$ cat config.mk
export PLATFORM = sky130hd
export DESIGN_NAME = smdup_cfg
export DESIGN_NICKNAME = d
export VERILOG_FILES = /design/src/hw/rtl/smdup_pkg.sv /design/src/hw/rtl/smdup_cfg.sv
export SDC_FILE = /design/constraint.sdc
export NUM_CORES = 1
export LEC_CHECK = 0
export ABC_AREA = 1
export BUFFER_PORTS_ARGS = -buffer_cell sky130_fd_sc_hd__clkbuf_2
export CAP_MARGIN = 20
export CORE_ASPECT_RATIO = 1.5
export CORE_UTILIZATION = 39
export CTS_BUF_LIST = sky130_fd_sc_hd__clkbuf_16
export DETAILED_ROUTE_END_ITERATION = 8
export PLACE_DENSITY_LB_ADDON = 0.2
export SLEW_MARGIN = 20
export SYNTH_ARGS = -nofsm -noshare
export SYNTH_HDL_FRONTEND = slang
export SYNTH_SLANG_ARGS = --single-unit
$ cat constraint.sdc
create_clock -name clk -period 1.6 [get_ports clk]
set_clock_uncertainty 0.1 [all_clocks]
set_input_delay 0.16 -clock clk [delete_from_list [all_inputs] [get_ports clk]]
set_output_delay 0.16 -clock clk [all_outputs]
set_load 0.005 [all_outputs]
$ cat src/hw/rtl/smdup_pkg.sv
// Package for the sort-and-merge block: sizes, item types, state codes.
// No dependencies.
`default_nettype none
package smdup_pkg;

    localparam int DEPTH = 64;
    localparam int AW = $clog2(DEPTH);
    localparam int CW = $clog2(DEPTH + 1);
    localparam logic [15:0] TOL_RESET = 16'd66;
    localparam logic [1:0]  ADDR_TOL  = 2'd0;

    typedef struct packed {
        logic signed [31:0] position_key;
        logic signed [31:0] sample_value;
        logic               valid_mark;
        logic               last_entry;
    } in_item_t;

    typedef struct packed {
        logic signed [31:0] out_position;
        logic signed [31:0] out_value;
        logic               out_mark;
        logic               out_last;
    } out_item_t;

    typedef struct packed {
        logic signed [31:0] key;
        logic signed [31:0] value;
        logic               mark;
    } entry_t;

    localparam int EW = $bits(entry_t);

    typedef enum logic [4:0] {
        S_IDLE  = 5'b00001,
        S_INS   = 5'b00010,
        S_PLACE = 5'b00100,
        S_SWEEP = 5'b01000,
        S_FLUSH = 5'b10000
    } state_t;

endpackage
`default_nettype wire

$ cat src/hw/rtl/smdup_cfg.sv
// APB register file holding the merge tolerance.
// Depends on smdup_pkg.
`default_nettype none
module smdup_cfg
    import smdup_pkg::*;
(
    input  wire logic        clk,
    input  wire logic        rst_n,
    input  wire logic        psel,
    input  wire logic        penable,
    input  wire logic        pwrite,
    input  wire logic [1:0]  paddr,
    input  wire logic [31:0] pwdata,
    output logic      [31:0] prdata,
    output logic             pready,
    output logic      [15:0] tol
);

    logic [15:0] tol_reg;

    always_ff @(posedge clk or negedge rst_n)
    begin
        if (!rst_n)
        begin
            tol_reg <= TOL_RESET;
        end
        else if (psel && penable && pwrite && (paddr == ADDR_TOL))
        begin
            tol_reg <= pwdata[15:0];
        end
    end

    assign pready = 1'b1;
    assign prdata = {16'd0, tol_reg};
    assign tol    = tol_reg;

endmodule
`default_nettype wire

==> metrics.txt, run 1 <==
Final nets 186; final setup violation count 0; pin count of the biggest net entering global routing 18; Crit path required time 1.34 ns; RSZ-0062 raised after global routing false; Slowest cell on crit path dfstp_2; critical path arrival 0.89 ns; fmax 872 MHz; family with the most delay on the worst path flip-flops; H-tree levels 1; CTS tree done; worst-path cell chain clkbuf_2; Max Cap Viol 0; GP Congestion 0.596; flip-flop and latch count after synthesis 16; drt drc 0; Reg-to-Reg Start tol[6]$_DFFE_PN1P_; vias 725; Min Clock Period, post-route 1.15 ns; area of the multi-input gates 313 sq um; Crit Path Max Fanout 3; PortBufs 54; CTS Buf Count 3; hold slack 0.0162 ns; slowest stage delay, CP 0.54 ns; synthesized area 937 sq um; switching share of total power 0.269; clock root buffer clkbuf_16; Vias/cell 4.29; Final Power 1350 uW; CP startpoint tol[6]$_DFFE_PN1P_; HP Start pwdata[6]; Post-Route Setup TNS 0 ns; Final Hold Viols 0; switching power 363 uW; ANT nets after route 0; max-slew violations 0; Worst-Skew Late Latency 0.24 ns; Critical path buffers and inverters 1; synth warn 0; Total GRT Usage 0.138; sequential group share of total power 0.412; cell area power density 1210 nW/um^2; status complete, no violations; GRT overflow 0; register area 403 sq um; drt first pass iters 4; cell-internal power 989 uW; setup bufs post-CTS 0; DRT iter0 DRCs 22; Hold Path Class in -> reg; share of post-route cells with drive strength above 1 0.445; core area 2260 sq um; Syn Area/Cell 8.76 sq um; static leakage 0.000701 uW; deepest clock path buffer count 2; vias in the first global route 632; crit end category output pin; Final period util 0.717; initial antenna violation count 0; # fillers 248; die width 42.0 microns; # rows 21; ant diodes 0; first-pass GRT wire length 2640 microns; max reg flops 16; Crit Path Class reg -> out; Combinational Power Share 0.233; Post-Syn Instances 107; # IOs 88; Clock Power Share 0.355; Clock transition at path regs 0.05 ns; CTS sink count 16; sequential area share after synthesis 0.430; wire per inst 9.89 microns; initial core utilization 0.415; Detailed Route WL 1670 microns; hpwl dp 1260 microns; Chip Height 62.0 microns; synth-to-layout area growth 19.0%; peak supply drop 0.591 mV; crit start category register; total die area 2610 sq um; synth unique cells 12
area by class of cell:
type	instances	share of cell area
multi-input cells	69	0.281
inverters	1	0.00337
repair buffers	56	0.258
clock buffers	3	0.0673
well taps	23	0.0258
clock inverters	1	0.00337
flip-flops and latches	16	0.361
worst register-to-register path, cell delays in order (launching register included):
cell	delay, ns
dfstp_2	0.54
nand2_1	0.05
nand2_1	0.06
cell usage after synthesis (all sizes together):
library cell  count  area [sq um]
dfrtp            14           350
buf              36           274
inv               1          3.75
nand2            34           138
conb              2          7.51
dfstp             2          52.6
nor2              2          31.3
nand3            16          80.1
layout by cell type (no fill, tap or decap):
cell            n
clkbuf_2       54
nand2_1        32
conb_1         17
nand3_1        16
dfrtp_1        14
clkbuf_16       3
dfstp_2         2
inv_2           1
nand2_2         1
nor2_8          1
nor2_4          1
nand2_4         1
clkinv_1        1
dlygate4sd3_1   1
buf_4           1
through the flow:
step	setup WS [ns]	util	cell area, sq um	instances
global placement	0.495	0.454	1030	164
CTS	0.442	0.493	1110	169
detailed placement	0.465	0.454	1030	164
global route	0.420	0.493	1110	169
floorplan	0.716	-	993	122
finish	0.453	0.493	1110	169
power groups by stage:
stage | Clock [uW] | Combinational [uW] | Sequential [uW]
final | 480 | 315 | 557
after global routing | 513 | 365 | 573
after CTS | 492 | 322 | 560
after detailed placement | 0 | 319 | 565
after global placement | 0 | 318 | 559
after floorplan | 0 | 248 | 568
metal layers:
layer	GRT usage	vias up	wire length (microns)
li1	-	360	-
met1	0.151	322	650
met2	0.252	41	876
met3	0.0260	2	128
met4	0.0804	0	17
met5	0	-	0
worst paths after layout:
path,endpoint,slack (ns),cells after the start
worst min-delay path,tol[6]$_DFFE_PN1P_,0.02,3
worst max register to register,tol[6]$_DFFE_PN1P_,0.79,2
worst min register to register,tol[1]$_DFFE_PN1P_,0.37,2
max in group asynchronous,tol[6]$_DFFE_PN1P_,0.80,2
min in group asynchronous,tol[10]$_DFFE_PN0P_,0.28,2
worst max-delay path,prdata[6],0.45,1
kinds of logic (layout without fill, tap and decap cells):
| logic type | after synthesis | after routing | synth area share |
|---|---|---|---|
| simple gates | 52 | 52 | 0.266 |
| buf+inv | 37 | 61 | 0.296 |
| flops | 16 | 16 | 0.430 |
| other cells | 2 | 17 | 0.00801 |
timing repair:
| item | in CTS | in global routing |
|---|---|---|
| resized for setup | 0 | 0 |
| hold buffers | 1 | 0 |
| hold endpoints to repair | 14 | 0 |
Note: power is estimated with default switching activity, not from simulation.
==> run 2: changes to the inputs <==
--- a/config.mk
+++ b/config.mk
@@ -9,7 +9,7 @@
 export BUFFER_PORTS_ARGS = -buffer_cell sky130_fd_sc_hd__clkbuf_2
 export CAP_MARGIN = 20
 export CORE_ASPECT_RATIO = 1.5
-export CORE_UTILIZATION = 39
+export CORE_UTILIZATION = 36
 export CTS_BUF_LIST = sky130_fd_sc_hd__clkbuf_16
 export DETAILED_ROUTE_END_ITERATION = 8
 export PLACE_DENSITY_LB_ADDON = 0.2
==> constraint.sdc (replaced) <==
create_clock -name clk -period 1.1 [get_ports clk]
set_clock_uncertainty 0.1 [all_clocks]
set_input_delay 0.11 -clock clk [delete_from_list [all_inputs] [get_ports clk]]
set_output_delay 0.11 -clock clk [all_outputs]
set_load 0.005 [all_outputs]
==> run 2 against run 1 <==
- the flow now finishes with violations (design-rule violations)
- critical endpoint is now tol[6]
- power grew 48%
- wire length grew 5.1%
- via count grew 7.3%
- critical path type unchanged
- register-to-register slack lost 0.49 ns
- setup slack lost 0.45 ns
- sequential share of layout area shrank 3.7 points
- final area grew 11%
- first-iteration DRC count shrank 64%
==> metrics.txt, run 2 (synthesis gave the netlist of run 1 again) <==
ANT nets after route 0; Slowest cell on crit path dfstp_2; CTS Buf Count 3; # rows 22; CTS tree done; peak supply drop 0.763 mV; Chip Height 64.5 microns; vias 778; number of gates resized after cts 0; HP Start pwdata[5]; static leakage 0.000761 uW; hold slack 0.00188 ns; first-pass GRT wire length 2660 microns; grt met3 use 0.0306; H-tree levels 1; Final Power 2000 uW; drt first pass iters 6; hpwl dp 1260 microns; Worst-Skew Late Latency 0.24 ns; synth-to-layout area growth 32.4%; Worst Hold End tol[5]$_DFFE_PN0P_; area of the multi-input gates 313 sq um; status finished with violations; Reg2Reg Depth 2; ant diodes 0; vias in the first global route 611; final setup violation count 0; met2 GRT Util 0.224; Critical path buffers and inverters 1; pin count of the biggest net entering global routing 17; critical path arrival 0.88 ns; deepest clock path buffer count 2; worst-path cell chain clkbuf_2; CTS sink count 16; # IOs 88; total die area 2820 sq um; # fillers 239; most common cell after layout, fill and taps aside clkbuf_2; drt drc 5; Max Cap Viol 0; reg2reg end tol[6]$_DFFE_PN1P_; failing checks design-rule violations; Area after DPL 1040 sq um; initial antenna violation count 0; Final period util 0.993; most frequent cells in the layout 54 x clkbuf_2, 32 x nand2_1, 17 x conb_1; clock root buffer clkbuf_16; FF-to-FF setup slack 0.30 ns; register area 403 sq um; max-slew violations 0; Crit Path Class reg -> out; share of post-route cells with drive strength above 1 0.421; RSZ-0062 raised after global routing true; slowest stage delay, CP 0.54 ns; Final Instance Area 1240 sq um; Reg-to-Reg Start tol[6]$_DFFE_PN1P_; GRT overflow 0; Detailed Route WL 1760 microns; Hold Path Depth 3; wire per inst 9.60 microns; core area 2450 sq um; met1 GRT Util 0.138; Crit Path Max Fanout 3; crit start category register; Hold Path Class in -> reg; Total GRT Usage 0.127; PortBufs 54; GP Congestion 0.641; initial core utilization 0.383; Top Usage Layer GRT met2; die width 43.7 microns; crit end category output pin; Vias/cell 4.25; cell area power density 1610 nW/um^2; fmax 915 MHz; Crit path required time 0.89 ns; DRT iter0 DRCs 8; max reg flops 16; Min Clock Period, post-route 1.09 ns; Final nets 199; Final Hold Viols 0; Clock transition at path regs 0.05 ns; family with the most delay on the worst path flip-flops
-- run 2: area by class of cell --
| cell class | count | share of cell area |
|---|---|---|
| clock inverter | 1 | 0.00302 |
| tap | 24 | 0.0242 |
| sequential | 16 | 0.325 |
| timing repair buffer | 69 | 0.333 |
| inverter | 1 | 0.00302 |
| multi-input combinational | 69 | 0.252 |
| clock buffer | 3 | 0.0605 |
-- run 2: metal layers --
metal	up-vias	wire, microns
met5	-	0
li1	390	-
met2	45	917
met4	0	28
met3	4	136
met1	339	675
-- run 2: worst max path at each step --
stage	startpoint	end	slack, ns	depth (start not counted)
2_1_floorplan	tol[1]$_DFFE_PN1P_	tol[1]	0.27	1
3_3_place_gp	psel	tol[7]$_DFFE_PN0P_	0.15	6
3_5_place_dp	psel	tol[2]$_DFFE_PN0P_	0.14	6
4_1_cts	tol[1]$_DFFE_PN1P_	prdata[1]	-0.003	1
5_1_grt	tol[6]$_DFFE_PN1P_	tol[6]	-0.03	1
6_report	tol[6]$_DFFE_PN1P_	tol[6]	0.008	1
-- run 2: worst register-to-register path: stages (launching register included) --
cell     delay, ns
dfstp_2       0.54
nand2_1       0.05
nand2_1       0.06
-- run 2: through the flow --
stage	TNS, ns	cells	setup slack [ns]	util
after floorplan	0	122	0.266	-
after global placement	0	167	0.153	0.425
after detailed placement	0	167	0.135	0.425
after CTS	-0.00931	183	-0.00260	0.507
after global routing	-0.0946	183	-0.0311	0.507
final	0	183	0.00760	0.507
-- run 2: power by group --
group,internal (uW),total [uW],switching (uW)
clock,481,692,211
combinational,264,497,233
sequential,722,809,86.7
total,1470,2000,531
-- run 2: what timing repair did --
action / in CTS / in global routing
hold buffers: 12 / 0
endpoints found under the setup margin: 4 / 4
buffers inserted: 0 / 0
endpoints found under the hold margin: 25 / 0
cloned: 0 / 0
==> run 3: changes to the inputs <==
==> constraint.sdc (replaced) <==
create_clock -name clk -period 1.2 [get_ports clk]
set_clock_uncertainty 0.1 [all_clocks]
set_input_delay 0.12 -clock clk [delete_from_list [all_inputs] [get_ports clk]]
set_output_delay 0.12 -clock clk [all_outputs]
set_load 0.005 [all_outputs]
==> run 3 against run 2 <==
- the flow still finishes with violations (design-rule violations)
- final area down 7.3%
- hold slack better by 0.0027 ns
- final cell count down 4.9%
- wire length down 4.8%
- sequential cell count unchanged
- combinational power down 13%
- first-iteration DRC count unchanged
==> metrics.txt, run 3 (synthesis gave the netlist of run 1 again) <==
total die area 2820 sq um; Worst-Skew Late Latency 0.24 ns; Post-Route Setup TNS 0 ns; initial core utilization 0.383; die width 43.7 microns; ANT nets after route 0; max-slew violations 0; core area 2450 sq um; cell area power density 1570 nW/um^2; clock root buffer clkbuf_16; Final nets 190; status finished with violations; peak supply drop 0.673 mV; Min Clock Period, post-route 1.10 ns; family with the most delay on the worst path flip-flops; Final period util 0.919; GRT overflow 0; Crit path required time 0.98 ns; Hold Path Class in -> reg; vias 743; CTS sink count 16; CTS tree done; Vias/cell 4.27; hpwl dp 1260 microns; Clock transition at path regs 0.05 ns; failing checks design-rule violations; pin count of the biggest net entering global routing 17; Slowest cell on crit path dfstp_2; drt drc 6; drt first pass iters 6; slowest stage delay, CP 0.54 ns; Crit Path Class reg -> out; crit start category register; synth-to-layout area growth 22.8%; ant diodes 0; vias in the first global route 561; H-tree levels 1; Total GRT Usage 0.119; Final Hold Viols 0; # fillers 246; most frequent cells in the layout 54 x clkbuf_2, 32 x nand2_1, 17 x conb_1; Chip Height 64.5 microns; PortBufs 54; initial antenna violation count 0; Final Instance Area 1150 sq um; final setup violation count 0; most common cell after layout, fill and taps aside clkbuf_2; DRT iter0 DRCs 8; Max Cap Viol 0; max reg flops 16; crit end category output pin; Critical path buffers and inverters 1; worst-path cell chain clkbuf_2; share of post-route cells with drive strength above 1 0.447; wire per inst 9.61 microns; Detailed Route WL 1670 microns; Area after DPL 1040 sq um; static leakage 0.000724 uW; number of gates resized after cts 0; critical path arrival 0.88 ns; fmax 907 MHz; deepest clock path buffer count 2; CTS Buf Count 3; setup bufs post-CTS 0; Crit Path Max Fanout 3; GP Congestion 0.641; first-pass GRT wire length 2480 microns; RSZ-0062 raised after global routing false; # rows 22; # IOs 88
[run 3: changes by cell type in the layout (fill, tap and decap cells not counted), sizes merged]
cell	change
dlygate4sd3	-9
[run 3: power breakdown]
part / total [uW] / leakage [uW] / internal (uW) / switching, uW
Clock: 634 / 0.0000423 / 441 / 193
Combinational: 432 / 0.000483 / 223 / 209
Sequential: 742 / 0.000199 / 662 / 79.9
Total: 1810 / 0.000724 / 1330 / 482
[run 3: repair_timing]
action / 4_1_cts / 5_1_grt
endpoints found under the setup margin: 0 / 0
hold endpoints to repair: 16 / 0
hold buffers: 3 / 0
[run 3: final timing paths]
path	depth (start not counted)	endpoint	slack [ns]	startpoint
max	1	tol[6]	0.1	tol[6]$_DFFE_PN1P_
min	3	tol[7]$_DFFE_PN0P_	0.005	pwdata[7]
max reg2reg	2	tol[6]$_DFFE_PN1P_	0.40	tol[6]$_DFFE_PN1P_
min reg2reg	2	tol[1]$_DFFE_PN1P_	0.37	tol[1]$_DFFE_PN1P_
max in group asynchronous	2	tol[6]$_DFFE_PN1P_	0.44	rst_n
min in group asynchronous	2	tol[5]$_DFFE_PN0P_	0.24	rst_n
[run 3: stage by stage]
stage / util / setup WS (ns) / hold slack, ns / instances / power [uW]
floorplan: - / 0.356 / -0.276 / 122 / 1090
global placement: 0.425 / 0.243 / -0.0374 / 167 / 1180
detailed placement: 0.425 / 0.225 / -0.0271 / 167 / 1180
CTS: 0.470 / 0.0874 / 0.00270 / 174 / 1840
global route: 0.470 / 0.0589 / 0.0103 / 174 / 1930
finish: 0.470 / 0.0976 / 0.00463 / 174 / 1810
[run 3: area by class of cell]
| type | instances | area (sq um) | area share |
|---|---|---|---|
| Inverter | 1 | 3.75 | 0.00326 |
| Clock buffer | 3 | 75.1 | 0.0652 |
| Sequential cell | 16 | 403 | 0.350 |
| Clock inverter | 1 | 3.75 | 0.00326 |
| Tap cell | 24 | 30.0 | 0.0261 |
| Timing Repair Buffer | 60 | 323 | 0.280 |
| Multi-Input combinational cell | 69 | 313 | 0.272 |
[run 3: worst min-delay path, delay by kind of cell]
family                 cells  cell delay [ns]
buffers and inverters      1             0.08
AND/OR/NAND/NOR            2             0.12
[run 3: metal layers]
layer,global-route usage,vias to the layer above,share of wire,wire (microns)
met2,0.198,45,0.50,830
li1,-,372,-,-
met1,0.136,322,0.40,664
met5,0,-,0,0
met3,0.0334,4,0.090,150
met4,0.0586,0,0.017,28
