**config.mk**
```make
export PLATFORM = sky130hd
export DESIGN_NAME = smdup_ram
export DESIGN_NICKNAME = d
export VERILOG_FILES = /design/src/hw/rtl/smdup_ram.sv
export SDC_FILE = /design/constraint.sdc
export NUM_CORES = 1
export LEC_CHECK = 0
export BUFFER_PORTS_ARGS = -buffer_cell sky130_fd_sc_hd__buf_2
export CAP_MARGIN = 10
export CORE_ASPECT_RATIO = 1.4
export CORE_MARGIN = 3
export CORE_UTILIZATION = 59
export CTS_CLUSTER_DIAMETER = 60
export CTS_CLUSTER_SIZE = 16
export DETAILED_ROUTE_END_ITERATION = 10
export PLACE_DENSITY_LB_ADDON = 0.25
export SYNTH_ARGS = -nofsm -noshare
export SYNTH_HDL_FRONTEND = slang
export SYNTH_SLANG_ARGS = --single-unit
```
**constraint.sdc**
```tcl
create_clock -name clk -period 2 [get_ports clk]
set_input_delay 0.1 -clock clk [delete_from_list [all_inputs] [get_ports clk]]
set_output_delay 0.1 -clock clk [all_outputs]
set_load 0.05 [all_outputs]
```
**src/hw/rtl/smdup_ram.sv**
```systemverilog
// Generic simple dual-port RAM, one write and one registered read port.
// No dependencies.
`default_nettype none
module smdup_ram #(
    parameter int WIDTH = 8,
    parameter int DEPTH = 16
) (
    input  wire logic                     clk,
    input  wire logic                     we,
    input  wire logic [$clog2(DEPTH)-1:0] waddr,
    input  wire logic [WIDTH-1:0]         wdata,
    input  wire logic [$clog2(DEPTH)-1:0] raddr,
    output logic      [WIDTH-1:0]         rdata
);

    logic [WIDTH-1:0] mem [DEPTH];

    always_ff @(posedge clk)
    begin
        if (we)
        begin
            mem[waddr] <= wdata;
        end
        rdata <= mem[raddr];
    end

endmodule
`default_nettype wire

```
==> results of run 1 <==
[cell type report]
type                            instances  share of cell area, %
Sequential cell                       136                   65.9
Clock inverter                         14                   2.66
Tap cell                              102                   2.10
Timing Repair Buffer                   44                   4.82
Clock buffer                           18                   7.07
Multi-Input combinational cell         83                   17.4
[worst register-to-register path: stages, from the launching register on]
cell and delay, ps:
sky130_fd_sc_hd__edfxtp_1 370, sky130_fd_sc_hd__mux4_1 530, sky130_fd_sc_hd__a22oi_1 260, sky130_fd_sc_hd__nand2_1 90
[worst min path at each step]
stage,start,to,cells past startpoint
6_report,wdata[3],mem[11][3],1
3_5_place_dp,wdata[6],mem[5][6],1
4_1_cts,wdata[3],mem[10][3],1
5_1_grt,wdata[3],mem[11][3],1
2_1_floorplan,wdata[0],mem[0][0],0
3_3_place_gp,wdata[5],mem[3][5],1
[flip-flops by register name (all words and copies together) (netlist names)]
signal,flops
mem,128
rdata,8
[cells in the final DEF, fill, tap and decap left out]
cell                        count
sky130_fd_sc_hd__edfxtp_1     128
sky130_fd_sc_hd__buf_2         25
sky130_fd_sc_hd__mux4_2        18
sky130_fd_sc_hd__clkbuf_16     17
sky130_fd_sc_hd__buf_4         17
sky130_fd_sc_hd__a22oi_1       16
sky130_fd_sc_hd__mux4_1        14
sky130_fd_sc_hd__nor2_1        13
sky130_fd_sc_hd__nand2_1        9
sky130_fd_sc_hd__dfxtp_1        8
sky130_fd_sc_hd__clkinv_1       7
sky130_fd_sc_hd__nor3_1         4
sky130_fd_sc_hd__bufinv_16      4
sky130_fd_sc_hd__clkinv_2       3
sky130_fd_sc_hd__nand3b_1       2
sky130_fd_sc_hd__nand2b_1       2
sky130_fd_sc_hd__buf_12         2
sky130_fd_sc_hd__nor2b_1        1
sky130_fd_sc_hd__and2_1         1
sky130_fd_sc_hd__and2b_1        1
sky130_fd_sc_hd__nand3_1        1
sky130_fd_sc_hd__or3b_2         1
sky130_fd_sc_hd__clkbuf_1       1
[kinds of logic after synthesis]
kind of cell	count (synthesis)	synth area share (%)
buf+inv	10	1.68
simple gates	35	3.18
mux	32	15.0
compound gates	16	2.33
flops	136	77.8
[power breakdown]
part	switching [uW]	internal, uW	total, uW	leakage (uW)
combinational	228	128	356	0.000581
clock	1030	2040	3070	0.000290
sequential	20.3	3190	3210	0.00122
[through the flow]
| step | hold WS (ps) | setup WS [ps] |
|---|---|---|
| after floorplan | 199 | 407 |
| after global placement | 485 | 460 |
| after detailed placement | 500 | 457 |
| after CTS | 64.0 | 638 |
| after global routing | 83.5 | 599 |
| final | 74.9 | 644 |
[layer usage]
layer  GRT usage (%)  share of wire [%]  up-vias
li1                -                  -     1080
met4            8.55                1.3        0
met3            5.58                6.3        8
met5               0                  0        -
met1            28.5                 39     1247
met2            36.2                 54      101
==> flow_results.xml, run 1 <==
<?xml version="1.0" encoding="UTF-8"?>
<metrics>
  <group name="drt">
    <metric name="num_vias" unit="">2436</metric>
    <metric name="initial_drc_count" unit="">230</metric>
    <metric name="vias_per_cell" unit="">6.14</metric>
    <metric name="firstDrtPassIters" unit="">4</metric>
    <metric name="ant_nets" unit="">0</metric>
    <metric name="wl" unit="mm">9.44</metric>
    <metric name="dr_drc_count" unit="">0</metric>
    <metric name="wl_per_cell" unit="um">23.8</metric>
  </group>
  <group name="critical_path">
    <metric name="crit_chain" unit="">mux4_1, a22oi_1, nand2_1</metric>
    <metric name="worstSetupPathDepth" unit="">3</metric>
    <metric name="crit_family" unit="">multiplexers</metric>
    <metric name="timing.critical_path.fanout_max" unit="">1</metric>
    <metric name="minimum_setup_slack_among_reg_to_reg_paths" unit="ps">640</metric>
    <metric name="critical_path_destination" unit="">rdata[2]</metric>
    <metric name="ff2ff_path_depth" unit="">3</metric>
    <metric name="critical-path-slowest-cell" unit="">sky130_fd_sc_hd__mux4_1</metric>
    <metric name="critical-path-max-stage-delay" unit="ps">530</metric>
    <metric name="critPathLaunchType" unit="">flip-flop</metric>
    <metric name="critPathRequiredTime" unit="ps">2290</metric>
    <metric name="critical_path_class" unit="">reg2reg</metric>
    <metric name="end_kind" unit="">flip-flop</metric>
    <metric name="crit_buf_inv" unit="">0</metric>
    <metric name="critPathLaunch" unit="">mem[2][2]</metric>
    <metric name="critical_path.reg2reg.startpoint" unit="">mem[2][2]</metric>
    <metric name="reg2reg_to" unit="">rdata[2]</metric>
    <metric name="timing.critical_path.arrival" unit="ps">1640</metric>
  </group>
  <group name="floorplan">
    <metric name="fp-row-count" unit="">39</metric>
    <metric name="top_level_ports" unit="">26</metric>
    <metric name="fp.dieW" unit="um">84.9</metric>
    <metric name="chipHeight" unit="um">117</metric>
    <metric name="die-area" unit="mm^2">0.00990</metric>
    <metric name="initial_utilization" unit="%">61.7</metric>
    <metric name="floorplan.core_area" unit="mm^2">0.00834</metric>
  </group>
  <group name="cts">
    <metric name="clockRootBuffer" unit="">sky130_fd_sc_hd__clkbuf_16</metric>
    <metric name="cts_resized" unit="">0</metric>
    <metric name="clkLatencyLatePin" unit="ps">400</metric>
    <metric name="ctsHoldBuffers" unit="">0</metric>
    <metric name="path_clk_slew" unit="ps">60</metric>
    <metric name="cts_max_path_buffers" unit="">2</metric>
    <metric name="postCtsSetupBuffers" unit="">0</metric>
    <metric name="cts_inserted_buffers" unit="">17</metric>
    <metric name="cts.htree.levels" unit="">4</metric>
    <metric name="cts.sink_count" unit="">136</metric>
    <metric name="clock_tree_from_tritoncts" unit="">yes</metric>
  </group>
  <group name="synthesis">
    <metric name="synthDominantCellAreaShare" unit="%">74.7</metric>
    <metric name="syn-instance-count" unit="">229</metric>
    <metric name="ys.warnings.count" unit="">0</metric>
    <metric name="synth-edff-count" unit="">128</metric>
    <metric name="async_flop_share" unit="%">0</metric>
    <metric name="synth_area" unit="mm^2">0.00515</metric>
    <metric name="synth.avg_cell_area" unit="um^2">22.5</metric>
    <metric name="yosysSeqAreaShare" unit="%">77.8</metric>
    <metric name="synthMostInstantiatedCell" unit="">sky130_fd_sc_hd__edfxtp_1</metric>
    <metric name="synth_ff_type" unit="">sky130_fd_sc_hd__edfxtp_1</metric>
    <metric name="synth_area_leader_cell" unit="">sky130_fd_sc_hd__edfxtp_1</metric>
    <metric name="synth.top_cells.by_area" unit="">sky130_fd_sc_hd__edfxtp_1, sky130_fd_sc_hd__mux4_2, sky130_fd_sc_hd__mux4_1</metric>
    <metric name="synth.distinct_cells" unit="">19</metric>
    <metric name="netlist_top_cells_count" unit="">sky130_fd_sc_hd__edfxtp_1, sky130_fd_sc_hd__mux4_2, sky130_fd_sc_hd__a22oi_1</metric>
    <metric name="synth.net_count" unit="">247</metric>
    <metric name="postSynthRegisterBits" unit="">136</metric>
  </group>
  <group name="flow_run">
    <metric name="max-cap-violations" unit="">0</metric>
  </group>
  <group name="layout">
    <metric name="num_antenna_cells" unit="">0</metric>
    <metric name="nets" unit="">300</metric>
    <metric name="drive_gt1_share" unit="%">29.5</metric>
    <metric name="ff_latch_area" unit="mm^2">0.00400</metric>
    <metric name="final_core_utilization" unit="%">72.8</metric>
    <metric name="fillCellCount" unit="">467</metric>
    <metric name="final_cells" unit="">397</metric>
    <metric name="postLayoutCellArea" unit="mm^2">0.00607</metric>
    <metric name="area_used_by_multi_input_combinational_logic" unit="mm^2">0.00106</metric>
    <metric name="syn2layout_area_growth" unit="%">18.0</metric>
  </group>
  <group name="power_and_ir_drop">
    <metric name="power_per_cell_area" unit="mW/mm^2">1090</metric>
    <metric name="static-leakage-power" unit="uW">0.00209</metric>
    <metric name="finalPower" unit="uW">6640</metric>
    <metric name="vdd.ir_drop.worst" unit="mV">0.984</metric>
  </group>
  <group name="grt">
    <metric name="grt-ovfl-total" unit="">0</metric>
    <metric name="grtUsageTotal" unit="%">21.9</metric>
    <metric name="grt_start_max_net_pins" unit="">33</metric>
    <metric name="wire_length_of_the_first_global_routing_pass" unit="mm">15.1</metric>
    <metric name="first_global_vias" unit="">2558</metric>
    <metric name="antenna_found_initial" unit="">0</metric>
  </group>
  <group name="place">
    <metric name="post_detailed_placement_half_perimeter_wirelength" unit="mm">5.79</metric>
    <metric name="globalplace.congestion" unit="">0.736</metric>
    <metric name="placedCellCount" unit="">365</metric>
    <metric name="placement.cell_area" unit="mm^2">0.00548</metric>
    <metric name="portBuffers" unit="">25</metric>
  </group>
  <group name="timing">
    <metric name="timing_worst_slew_pin_value" unit="ps">652</metric>
    <metric name="grt_setup_unrepaired" unit="">false</metric>
    <metric name="hold_violations" unit="">0</metric>
    <metric name="final.setup.tns" unit="ps">0</metric>
    <metric name="max_freq" unit="MHz">737</metric>
    <metric name="finClkSkew" unit="ps">5.57</metric>
    <metric name="finalSetupViolations" unit="">0</metric>
    <metric name="slew_headroom" unit="%">56.4</metric>
    <metric name="maxSlewViolCount" unit="">0</metric>
    <metric name="final_clock_period_utilization_by_the_worst_path" unit="%">67.8</metric>
    <metric name="min_period" unit="ps">1360</metric>
  </group>
  <group name="hold_path">
    <metric name="min_path_type" unit="">in2reg</metric>
  </group>
  <group name="status">
    <metric name="status" unit="">completed</metric>
  </group>
</metrics>
No activity file was read; power rests on OpenSTA's default activity.
==> run 2: changes to the inputs <==
--- a/config.mk
+++ b/config.mk
@@ -9,7 +9,7 @@
 export CAP_MARGIN = 10
 export CORE_ASPECT_RATIO = 1.4
 export CORE_MARGIN = 3
-export CORE_UTILIZATION = 59
+export CORE_UTILIZATION = 54
 export CTS_CLUSTER_DIAMETER = 60
 export CTS_CLUSTER_SIZE = 16
 export DETAILED_ROUTE_END_ITERATION = 10
==> constraint.sdc (replaced) <==
create_clock -name clk -period 1.2 [get_ports clk]
set_input_delay 0.06 -clock clk [delete_from_list [all_inputs] [get_ports clk]]
set_output_delay 0.06 -clock clk [all_outputs]
set_load 0.05 [all_outputs]
==> run 2 against run 1 <==
  * The flow now finishes with violations (negative setup slack)
  * Worst setup slack worse by 740 ps
  * Clock power up 71%
  * Clock-buffer cell count grew 3
==> flow_results.xml, run 2 (synthesis results as in run 1) <==
<?xml version="1.0" encoding="UTF-8"?>
<metrics>
  <group name="status">
    <metric name="status" unit="">complete, but fails checks</metric>
    <metric name="violations" unit="">negative setup slack</metric>
  </group>
  <group name="floorplan">
    <metric name="initial_utilization" unit="%">56.4</metric>
    <metric name="floorplan.core_area" unit="mm^2">0.00913</metric>
    <metric name="die-area" unit="mm^2">0.0108</metric>
    <metric name="fp-row-count" unit="">41</metric>
    <metric name="top_level_ports" unit="">26</metric>
    <metric name="fp.dieW" unit="um">88.5</metric>
    <metric name="chipHeight" unit="um">122</metric>
  </group>
  <group name="layout">
    <metric name="syn2layout_area_growth" unit="%">21.1</metric>
    <metric name="largest-register" unit="">mem</metric>
    <metric name="num_antenna_cells" unit="">0</metric>
    <metric name="nets" unit="">316</metric>
    <metric name="fillCellCount" unit="">576</metric>
    <metric name="largest_registers" unit="">mem: 128 flops, rdata: 8 flops</metric>
    <metric name="final_core_utilization" unit="%">68.3</metric>
    <metric name="final_cells" unit="">418</metric>
    <metric name="drive_gt1_share" unit="%">42.8</metric>
    <metric name="leading_cell_types_in_the_layout_fill_and_taps_excluded" unit="">sky130_fd_sc_hd__edfxtp_1, sky130_fd_sc_hd__buf_4, sky130_fd_sc_hd__mux4_2</metric>
    <metric name="largest_register_ffs" unit="">128</metric>
    <metric name="final_common_cell" unit="">sky130_fd_sc_hd__edfxtp_1</metric>
  </group>
  <group name="critical_path">
    <metric name="reg2reg_to" unit="">rdata[7]</metric>
    <metric name="timing.critical_path.arrival" unit="ps">1590</metric>
    <metric name="critical-path-max-stage-delay" unit="ps">530</metric>
    <metric name="minimum_setup_slack_among_reg_to_reg_paths" unit="ps">-100</metric>
    <metric name="critPathLaunch" unit="">mem[3][7]</metric>
    <metric name="crit_chain" unit="">mux4_2, a22oi_2, nand2_1</metric>
    <metric name="worstSetupPathDepth" unit="">3</metric>
    <metric name="critical_path_class" unit="">reg2reg</metric>
    <metric name="timing.critical_path.fanout_max" unit="">1</metric>
    <metric name="critPathRequiredTime" unit="ps">1490</metric>
    <metric name="critPathLaunchType" unit="">flip-flop</metric>
    <metric name="end_kind" unit="">flip-flop</metric>
    <metric name="crit_family" unit="">multiplexers</metric>
    <metric name="critical-path-slowest-cell" unit="">sky130_fd_sc_hd__mux4_2</metric>
    <metric name="critical_path.reg2reg.startpoint" unit="">mem[3][7]</metric>
    <metric name="critical_path_destination" unit="">rdata[7]</metric>
    <metric name="crit_buf_inv" unit="">0</metric>
    <metric name="ff2ff_path_depth" unit="">3</metric>
  </group>
  <group name="grt">
    <metric name="antenna_found_initial" unit="">0</metric>
    <metric name="grtUsageTotal" unit="%">21.2</metric>
    <metric name="wire_length_of_the_first_global_routing_pass" unit="mm">15.7</metric>
    <metric name="first_global_vias" unit="">2670</metric>
    <metric name="grt-ovfl-total" unit="">0</metric>
    <metric name="grt_start_max_net_pins" unit="">22</metric>
  </group>
  <group name="drt">
    <metric name="firstDrtPassIters" unit="">4</metric>
    <metric name="num_vias" unit="">2502</metric>
    <metric name="wl" unit="mm">10.1</metric>
    <metric name="dr_drc_count" unit="">0</metric>
    <metric name="ant_nets" unit="">0</metric>
    <metric name="wl_per_cell" unit="um">24.1</metric>
    <metric name="initial_drc_count" unit="">311</metric>
    <metric name="vias_per_cell" unit="">5.99</metric>
  </group>
  <group name="timing">
    <metric name="slew_headroom" unit="%">41.7</metric>
    <metric name="final_clock_period_utilization_by_the_worst_path" unit="%">108</metric>
    <metric name="grt_setup_unrepaired" unit="">true</metric>
    <metric name="fin_ws" unit="ps">-100</metric>
    <metric name="hold_violations" unit="">0</metric>
    <metric name="min_period" unit="ps">1300</metric>
    <metric name="max_freq" unit="MHz">769</metric>
    <metric name="finClkSkew" unit="ps">3.79</metric>
    <metric name="maxSlewViolCount" unit="">0</metric>
    <metric name="finalSetupViolations" unit="">8</metric>
    <metric name="timing_worst_slew_pin_value" unit="ps">872</metric>
  </group>
  <group name="power_and_ir_drop">
    <metric name="power.net_switching" unit="uW">2190</metric>
    <metric name="finalPower" unit="uW">11300</metric>
    <metric name="combinationalPowerShare" unit="%">5.9</metric>
    <metric name="power.switching_fraction" unit="%">19.5</metric>
    <metric name="clockPowerShare" unit="%">46.6</metric>
    <metric name="vdd.ir_drop.worst" unit="mV">1.47</metric>
    <metric name="power_per_cell_area" unit="mW/mm^2">1810</metric>
    <metric name="internal_power" unit="uW">9060</metric>
    <metric name="seq_power_share" unit="%">47.5</metric>
    <metric name="static-leakage-power" unit="uW">0.00214</metric>
  </group>
  <group name="place">
    <metric name="globalplace.congestion" unit="">0.751</metric>
    <metric name="placedCellCount" unit="">386</metric>
    <metric name="portBuffers" unit="">25</metric>
    <metric name="post_detailed_placement_half_perimeter_wirelength" unit="mm">6.40</metric>
  </group>
  <group name="cts">
    <metric name="clockRootBuffer" unit="">sky130_fd_sc_hd__clkbuf_16</metric>
    <metric name="cts_max_path_buffers" unit="">2</metric>
    <metric name="clock_tree_from_tritoncts" unit="">yes</metric>
    <metric name="path_clk_slew" unit="ps">50</metric>
    <metric name="postCtsSetupBuffers" unit="">0</metric>
    <metric name="cts.htree.levels" unit="">4</metric>
    <metric name="cts.sink_count" unit="">136</metric>
    <metric name="cts_inserted_buffers" unit="">17</metric>
    <metric name="ctsHoldBuffers" unit="">0</metric>
    <metric name="clkLatencyLatePin" unit="ps">410</metric>
  </group>
  <group name="hold_path">
    <metric name="min_path_type" unit="">in2reg</metric>
  </group>
  <group name="flow_run">
    <metric name="max-cap-violations" unit="">0</metric>
  </group>
</metrics>
run 2: layer usage:
layer	global-route usage, %	wire length (um)
met4	8.13	167
met1	28.0	4040
met2	34.1	5280
met5	0	0
met3	5.43	563
run 2: worst min-delay path by stage:
stage | startpoint | endpoint | slack [ps] | cells past startpoint
after floorplan | wdata[0] | mem[0][0] | 160 | 0
after global placement | wdata[5] | mem[4][5] | 450 | 1
after detailed placement | wdata[5] | mem[4][5] | 460 | 1
after CTS | wdata[5] | mem[4][5] | 30 | 1
after global routing | wdata[2] | mem[7][2] | 50 | 1
final | wdata[5] | mem[6][5] | 40 | 1
run 2: metrics by stage:
stage                     setup TNS (ps)  cell area [um^2]  setup slack (ps)  hold WS [ps]
after global routing                -676              6230              -124          45.5
after floorplan                    -3900              5170              -126           159
after CTS                           -364              6230             -83.6          26.9
after detailed placement           -6590              5620              -258           458
final                               -344              6230              -100          44.1
after global placement             -5590              5620              -249           449
run 2: repair_timing:
action                     4_1_cts  5_1_grt
pin swaps                       13        2
resized for setup               21        3
setup endpoints to repair        8        8
hold endpoints to repair         0        0
run 2: cell type report:
type,count,area (um^2),area share (%)
Clock buffer,21,450,7.23
Multi-Input combinational cell,83,1080,17.3
Tap cell,107,134,2.15
Sequential cell,136,4000,64.2
Clock inverter,11,153,2.45
Timing Repair Buffer,60,413,6.63
run 2: power by group through the flow:
stage / clock (uW) / sequential (uW) / combinational (uW)
after floorplan: 0 / 5540 / 274
after global placement: 0 / 5440 / 616
after detailed placement: 0 / 5440 / 629
after CTS: 5290 / 5350 / 668
after global routing: 5510 / 5360 / 710
final: 5240 / 5350 / 666
==> run 3: changes to the inputs <==
--- a/config.mk
+++ b/config.mk
@@ -7,9 +7,11 @@
 export LEC_CHECK = 0
 export BUFFER_PORTS_ARGS = -buffer_cell sky130_fd_sc_hd__buf_2
 export CAP_MARGIN = 10
+export CELL_PAD_IN_SITES_DETAIL_PLACEMENT = 1
+export CELL_PAD_IN_SITES_GLOBAL_PLACEMENT = 2
 export CORE_ASPECT_RATIO = 1.4
 export CORE_MARGIN = 3
-export CORE_UTILIZATION = 54
+export CORE_UTILIZATION = 43
 export CTS_CLUSTER_DIAMETER = 60
 export CTS_CLUSTER_SIZE = 16
 export DETAILED_ROUTE_END_ITERATION = 10
==> run 3 against run 2 <==
  * The flow still finishes with violations (negative setup slack)
  * Combinational power is 1% higher
  * Non-clock buffer count rose by 5
  * Die area up 24%
  * Global-route usage is 2.7 points lower
  * Wire length up 12%
  * Clock power decreased by 1%
  * Worst setup slack worse by 63 ps
==> flow_results.xml, run 3 (synthesis results as in run 1) <==
<?xml version="1.0" encoding="UTF-8"?>
<metrics>
  <group name="place">
    <metric name="placedCellCount" unit="">428</metric>
    <metric name="preCtsSetupSlack" unit="ps">-351</metric>
    <metric name="portBuffers" unit="">25</metric>
    <metric name="globalplace.congestion" unit="">0.691</metric>
    <metric name="post_detailed_placement_half_perimeter_wirelength" unit="mm">7.41</metric>
  </group>
  <group name="hold_path">
    <metric name="min_path_type" unit="">in2reg</metric>
  </group>
  <group name="layout">
    <metric name="final_common_cell" unit="">sky130_fd_sc_hd__edfxtp_1</metric>
    <metric name="nets" unit="">321</metric>
    <metric name="largest_register_ffs" unit="">128</metric>
    <metric name="largest-register" unit="">mem</metric>
    <metric name="drive_gt1_share" unit="%">43.0</metric>
    <metric name="syn2layout_area_growth" unit="%">22.5</metric>
    <metric name="num_antenna_cells" unit="">0</metric>
    <metric name="largest_registers" unit="">mem: 128 flops, rdata: 8 flops</metric>
    <metric name="final_cells" unit="">460</metric>
    <metric name="leading_cell_types_in_the_layout_fill_and_taps_excluded" unit="">sky130_fd_sc_hd__edfxtp_1, sky130_fd_sc_hd__buf_4, sky130_fd_sc_hd__mux4_2</metric>
  </group>
  <group name="floorplan">
    <metric name="fp.dieW" unit="um">98.5</metric>
    <metric name="initial_utilization" unit="%">44.7</metric>
    <metric name="die-area" unit="mm^2">0.0133</metric>
    <metric name="top_level_ports" unit="">26</metric>
    <metric name="fp-row-count" unit="">46</metric>
    <metric name="floorplan.core_area" unit="mm^2">0.0115</metric>
    <metric name="chipHeight" unit="um">135</metric>
  </group>
  <group name="drt">
    <metric name="dr_drc_count" unit="">0</metric>
    <metric name="ant_nets" unit="">0</metric>
    <metric name="vias_per_cell" unit="">5.47</metric>
    <metric name="firstDrtPassIters" unit="">4</metric>
    <metric name="wl" unit="mm">11.3</metric>
    <metric name="num_vias" unit="">2515</metric>
    <metric name="initial_drc_count" unit="">186</metric>
    <metric name="wl_per_cell" unit="um">24.6</metric>
  </group>
  <group name="grt">
    <metric name="grt_start_max_net_pins" unit="">19</metric>
    <metric name="first_global_vias" unit="">2746</metric>
    <metric name="antenna_found_initial" unit="">0</metric>
    <metric name="grt-ovfl-total" unit="">0</metric>
    <metric name="wire_length_of_the_first_global_routing_pass" unit="mm">17.3</metric>
    <metric name="grtUsageTotal" unit="%">18.6</metric>
  </group>
  <group name="timing">
    <metric name="maxSlewViolCount" unit="">0</metric>
    <metric name="fin_ws" unit="ps">-163</metric>
    <metric name="finalSetupViolations" unit="">8</metric>
    <metric name="hold_violations" unit="">0</metric>
    <metric name="final.setup.tns" unit="ps">-644</metric>
    <metric name="final_clock_period_utilization_by_the_worst_path" unit="%">114</metric>
    <metric name="min_period" unit="ps">1360</metric>
    <metric name="timing_worst_slew_pin_value" unit="ps">926</metric>
    <metric name="hold_slack" unit="ps">40.2</metric>
    <metric name="grt_setup_unrepaired" unit="">true</metric>
    <metric name="finClkSkew" unit="ps">5.89</metric>
    <metric name="slew_headroom" unit="%">38.1</metric>
    <metric name="max_freq" unit="MHz">734</metric>
  </group>
  <group name="cts">
    <metric name="clockRootBuffer" unit="">sky130_fd_sc_hd__clkbuf_16</metric>
    <metric name="ctsHoldBuffers" unit="">0</metric>
    <metric name="clock_tree_from_tritoncts" unit="">yes</metric>
    <metric name="cts_inserted_buffers" unit="">17</metric>
    <metric name="cts.sink_count" unit="">136</metric>
    <metric name="cts.htree.levels" unit="">4</metric>
    <metric name="path_clk_slew" unit="ps">60</metric>
    <metric name="clkLatencyLatePin" unit="ps">410</metric>
    <metric name="cts_max_path_buffers" unit="">2</metric>
  </group>
  <group name="critical_path">
    <metric name="timing.critical_path.arrival" unit="ps">1650</metric>
    <metric name="critical-path-slowest-cell" unit="">sky130_fd_sc_hd__mux4_2</metric>
    <metric name="critical_path_class" unit="">reg2reg</metric>
    <metric name="timing.critical_path.fanout_max" unit="">1</metric>
    <metric name="end_kind" unit="">flip-flop</metric>
    <metric name="critPathRequiredTime" unit="ps">1490</metric>
    <metric name="crit_chain" unit="">mux4_2, a22oi_2, nand2_1</metric>
    <metric name="critPathLaunchType" unit="">flip-flop</metric>
    <metric name="critical-path-max-stage-delay" unit="ps">530</metric>
  </group>
  <group name="power_and_ir_drop">
    <metric name="static-leakage-power" unit="uW">0.00215</metric>
    <metric name="power_per_cell_area" unit="mW/mm^2">1770</metric>
    <metric name="finalPower" unit="uW">11200</metric>
    <metric name="vdd.ir_drop.worst" unit="mV">0.934</metric>
  </group>
  <group name="status">
    <metric name="status" unit="">complete, but fails checks</metric>
    <metric name="violations" unit="">negative setup slack</metric>
  </group>
  <group name="flow_run">
    <metric name="max-cap-violations" unit="">0</metric>
  </group>
</metrics>
run 3: changes by cell type in the layout (fill, tap and decap cells not counted), sizes merged:
cell,before,now
clkinv,7,4
buf,60,65
clkinvlp,0,6
bufinv,4,3
clkbuf,21,19
run 3: cell type report:
type / instances / area [um^2]
Fill cell: 1032 / 5200
Sequential cell: 136 / 4000
Multi-Input combinational cell: 83 / 1070
Timing Repair Buffer: 65 / 450
Clock buffer: 19 / 443
Tap cell: 144 / 180
Clock inverter: 13 / 155
run 3: through the flow:
step / cell area, um^2 / utilization [%]
finish: 6310 / 54.8
global route: 6310 / 54.8
CTS: 6310 / 54.8
detailed placement: 5710 / 49.6
global placement: 5710 / 49.6
floorplan: 5170 / -
run 3: per-layer routing:
metal  up-vias  part of all wire, %  GRT usage, %  routed length [um]
met5         -                    0             0                   0
met4         0                 0.71          6.15                  80
met3         4                  2.8          4.95                 318
met2        58                   54          31.0                6100
met1      1339                   42          23.8                4800
li1       1114                    -             -                   -
run 3: critical path, delay by kind of cell (launching register included):
family | cells | cell delay (ps)
AO/OA/AOI/OAI | 1 | 250
multiplexers | 1 | 530
AND/OR/NAND/NOR | 1 | 70
flip-flops | 1 | 400
run 3: path summary, 6_finish.rpt:
path,startpoint,to,slack (ps),depth (start not counted)
max,mem[3][3],rdata[3],-160,3
min,wdata[5],mem[6][5],40,1
max reg2reg,mem[3][3],rdata[3],-160,3
min reg2reg,mem[14][3],rdata[3],680,3
run 3: power breakdown:
| group | internal [uW] | switching, uW | leakage (uW) |
|---|---|---|---|
| logic | 259 | 414 | 0.000651 |
| registers | 5310 | 34.6 | 0.00122 |
| clock network | 3300 | 1870 | 0.000277 |
run 3: repair_timing:
item / CTS / global route
resized for setup: 15 / 3
setup endpoints to repair: 8 / 8
pin swaps: 10 / 0
setup buffers: 0 / 0
